$ cat config.mk
export PLATFORM = sky130hd
export DESIGN_NAME = salru_ctrl
export DESIGN_NICKNAME = d
export VERILOG_FILES = /design/src/sv/salru_pkg.sv /design/src/sv/salru_ctrl.sv
export SDC_FILE = /design/constraint.sdc
export NUM_CORES = 1
export LEC_CHECK = 0
export BUFFER_PORTS_ARGS = -buffer_cell sky130_fd_sc_hd__buf_4
export CAP_MARGIN = 20
export CORE_AREA = 2 2 39 41
export DETAILED_ROUTE_END_ITERATION = 10
export DIE_AREA = 0 0 41 43
export PLACE_DENSITY = 0.32
export SYNTH_ARGS = -nofsm -noshare
export SYNTH_HDL_FRONTEND = slang
export SYNTH_SLANG_ARGS = --single-unit
$ cat constraint.sdc
create_clock -name clk_i -period 1.1 [get_ports clk_i]
set_input_delay 0.11 -clock clk_i [delete_from_list [all_inputs] [get_ports clk_i]]
set_output_delay 0.11 -clock clk_i [all_outputs]
set_load 0.02 [all_outputs]
$ cat src/sv/salru_pkg.sv
// ----------------------------------------------------------------------------
// salru_pkg
// Shared types, codes and sizing constants of the LRU cache simulator.
// ----------------------------------------------------------------------------
package salru_pkg;

  // Address and tag sizing
  localparam int ADDR_W = 32;
  localparam int TAG_W  = ADDR_W - 2;

  // Default geometry of the line store
  localparam int DEF_MAX_SETS = 64;
  localparam int DEF_MAX_WAYS = 8;

  // Configuration port
  localparam int CFG_IDX_W  = 2;
  localparam int CFG_DATA_W = 5;
  localparam logic [CFG_IDX_W-1:0] CFG_SET_BITS = 2'd0;
  localparam logic [CFG_IDX_W-1:0] CFG_OFF_BITS = 2'd1;
  localparam logic [CFG_IDX_W-1:0] CFG_WAYS     = 2'd2;

  // Access kinds
  localparam logic [1:0] KIND_LOAD   = 2'd0;
  localparam logic [1:0] KIND_STORE  = 2'd1;
  localparam logic [1:0] KIND_MODIFY = 2'd2;

  // Access outcomes
  localparam logic [1:0] OUT_HIT   = 2'd0;
  localparam logic [1:0] OUT_FILL  = 2'd1;
  localparam logic [1:0] OUT_EVICT = 2'd2;

  localparam logic [31:0] COUNT_MAX = 32'hFFFF_FFFF;

  typedef struct packed {
    logic [1:0]        access_kind;
    logic [ADDR_W-1:0] address;
  } in_item_t;

  typedef struct packed {
    logic [1:0]  outcome;
    logic [31:0] hit_total;
    logic [31:0] miss_total;
    logic [31:0] eviction_total;
    logic        last;
  } out_item_t;

  // Controller to datapath
  typedef struct packed {
    logic capture;
    logic rd_en;
    logic commit;
    logic last;
  } cmd_t;

  // Datapath to controller
  typedef struct packed {
    logic modify;
    logic out_free;
  } sts_t;

endpackage

$ cat src/sv/salru_ctrl.sv
// ----------------------------------------------------------------------------
// salru_ctrl
// Sequencer: capture a transaction, then read and update the set once per
// access (twice for modify), stalling while the result register is full.
// ----------------------------------------------------------------------------
module salru_ctrl (
  input  logic            clk_i,
  input  logic            rst_ni,
  input  logic            in_valid_i,
  output logic            in_ready_o,
  input  salru_pkg::sts_t sts_i,
  output salru_pkg::cmd_t cmd_o
);
  import salru_pkg::*;

  localparam logic [1:0] ST_IDLE = 2'd0;
  localparam logic [1:0] ST_READ = 2'd1;
  localparam logic [1:0] ST_EVAL = 2'd2;

  logic [1:0] state_q, state_d;
  logic       second_q, second_d;

  // Next state and commands
  always_comb begin
    state_d  = state_q;
    second_d = second_q;
    cmd_o    = '0;
    unique case (state_q)
      ST_IDLE: begin
        if (in_valid_i) begin
          cmd_o.capture = 1'b1;
          second_d      = 1'b0;
          state_d       = ST_READ;
        end
      end
      ST_READ: begin
        cmd_o.rd_en = 1'b1;
        state_d     = ST_EVAL;
      end
      ST_EVAL: begin
        if (sts_i.out_free) begin
          cmd_o.commit = 1'b1;
          cmd_o.last   = !(sts_i.modify && !second_q);
          if (sts_i.modify && !second_q) begin
            second_d = 1'b1;
            state_d  = ST_READ;
          end else begin
            state_d = ST_IDLE;
          end
        end
      end
      default: begin
        state_d = ST_IDLE;
      end
    endcase
  end

  assign in_ready_o = (state_q == ST_IDLE);

  // State registers
  always_ff @(posedge clk_i or negedge rst_ni) begin
    if (!rst_ni) begin
      state_q  <= ST_IDLE;
      second_q <= 1'b0;
    end else begin
      state_q  <= state_d;
      second_q <= second_d;
    end
  end

endmodule

==> results.ini <==
[die]
io_pins = 10
dieArea_sq_um = 1760
start_util_pct = 13.2
fp.dieW_microns = 41
std_cell_rows = 14
die-height_microns = 43
coreArea_sq_um = 1380

[placed_design]
placed_cells_incl_taps = 46
dp_hpwl_microns = 352
gp_congestion = 0.636
portBuffers = 9

[sta]
post-route-period-util_pct = 112
setup-tns-final_ns = -0.480
fin_skew_ns = 0.000926
finalWorstSetupSlack_ns = -0.133
rsz0062_at_grt = true
fmax_ghz = 0.811
tightest_slew_ns = 0.167
hold_slack_ns = 0.157
period_needed_ns = 1.23
hold_viol_final = 0
slew_headroom_pct = 88.8
final_max_slew_viol_count = 0
setup_violations = 5

[drt]
drcViolationCount = 0
totalWireLength_microns = 533
ant_nets = 0
drtIter0Drc = 2
via_per_inst = 3.91
num_vias = 219
firstDrtPassIters = 2
wire_per_inst_microns = 9.52

[logic_synthesis]
synth_top_area_share_pct = 41.1
synth_area_leaders = dfrtp_1 41%, nand4b_1 9.6%, nor2b_1 6.8%
synth.cell_area_sq_um = 183
yosysMostFrequentCell = dfrtp_1
ys_top_cells_by_count = 3 x dfrtp_1, 2 x nand4b_1, 2 x nor2b_1
synth-seq-cells = 3
synthCells = 19
synth_nets = 24
synth-edff-count = 0
yosysSeqAreaShare_pct = 41.1
yosys_warnings = 0
synth_top_cell_by_area = dfrtp_1
avgSynthCellArea_sq_um = 9.61
async_reset_ff_share_pct = 100
ys.flop_type = dfrtp_1
yosysUniqueCellTypes = 15

[finish]
layout.cells.non_filler = 56
drive_gt1_share_pct = 60.0
diodes = 0
fin_util_pct = 29.7
nets = 46
area_growth_pct = 125

[clock_tree]
cts_tree = yes
clkLatencyLatePin_ns = 0.24
cts_max_level = 1
clk_pin_slew_ns = 0.04
cts_buffer_depth = 2
cts_buffers = 3
clock-sinks = 3
cts_root_buf = clkbuf_4

[power_and_ir_drop]
leakage_nw = 0.195
vdd_ir_drop_max_uv = 993
power.density_nw_per_um2 = 2580

[setup_path]
worstSetupStartpointType = flip-flop
crit_type = reg -> out
crit_required_ns = 0.99
crit_fanout = 2
cp.arrival_ns = 1.12
setup.worst_path.end_class = output pin

[grt]
grt_pass1_wl_microns = 793
track_usage_pct = 7.84
grt_start_max_net_pins = 7
grt_pass1_vias = 211
grt_remaining_overflow = 0
antenna_found_initial = 0

[run_status]
status = complete, but fails checks
violations = negative setup slack

[job]
cap_violations = 0

[min_path]
hp-class = in -> reg

==> sequential cells by signal (all words and copies together) (netlist names) <==
signal / flops
state_q: 2
second_q: 1
==> path summary, 6_finish.rpt <==
check | depth (start not counted) | endpoint | start | slack, ns
worst max-delay path | 3 | cmd_o[0] | state_q[0] | -0.13
min in group asynchronous | 2 | second_q | rst_ni | 0.20
max in group asynchronous | 2 | state_q[1] | rst_ni | 0.81
worst min-delay path | 3 | state_q[0] | in_valid_i | 0.16
worst min register to register | 2 | second_q | second_q | 0.54
worst max register to register | 4 | state_q[1] | state_q[1] | 0
==> cell usage in the layout, fill, tap and decap left out <==
master and n:
nand2_1 1, buf_4 10, and2_4 1, a21boi_4 1, nand4b_1 2, dfrtp_1 3
o211ai_1 1, nand2b_1 1, clkbuf_4 3, or2_1 1, dlygate4sd3_1 1, nor2b_4 1
nor2b_1 1, a21oi_1 1, nor2_4 1, and3b_1 1, clkbuf_1 1, buf_6 7
nor3b_1 1, inv_1 1
==> critical path, stage by stage, from the launching register on <==
cell and delay [ns]:
dfrtp_1 0.36, and3b_1 0.23, a21boi_4 0.18, buf_6 0.13
==> kinds of logic (layout without fill, tap and decap cells) <==
kind of cell           count (synthesis)  in the layout  share of synthesized area, %
AOI/OAI and AO/OA                      3              3                          13.0
DFF                                    3              3                          41.1
buffers and inverters                  2             23                          6.16
and+or+nand+nor                       11             11                          39.7
==> per-layer routing <==
layer | part of all wire, % | routed length [microns] | vias to the layer above | track usage [%]
li1 | - | - | 107 | -
met1 | 37 | 195 | 98 | 7.10
met2 | 49 | 263 | 10 | 10.0
met3 | 8.1 | 43 | 4 | 4.71
met4 | 5.6 | 30 | 0 | 10.0
met5 | 0 | 0 | - | 0
==> stage by stage <==
step | setup WS (ns) | power, mW | area [sq um]
finish | -0.133 | 1.06 | 410
global route | -0.193 | 1.14 | 410
CTS | -0.149 | 0.994 | 388
detailed placement | 0.0711 | 0.633 | 295
global placement | 0.0725 | 0.637 | 295
floorplan | -0.0469 | 0.446 | 193
==> final cells by class <==
cell class / count / area, sq um
Clock buffer: 4 / 26.3
Fill cell: 157 / 973
Inverter: 1 / 3.75
Multi-Input combinational cell: 14 / 121
Sequential cell: 3 / 75.1
Tap cell: 16 / 20.0
Timing Repair Buffer: 18 / 164
==> report_power, final <==
group	switching, mW	internal [mW]
sequential	0.0312	0.157
clock	0.0608	0.136
combinational	0.278	0.395
==> what timing repair did <==
item	in CTS	in global routing
setup buffers	4	1
resized for setup	7	4
hold endpoints to repair	3	0
cloned	0	0
pin swaps	3	0
setup endpoints to repair	5	5
hold buffers	1	0
Note: power is estimated with default switching activity, not from simulation.
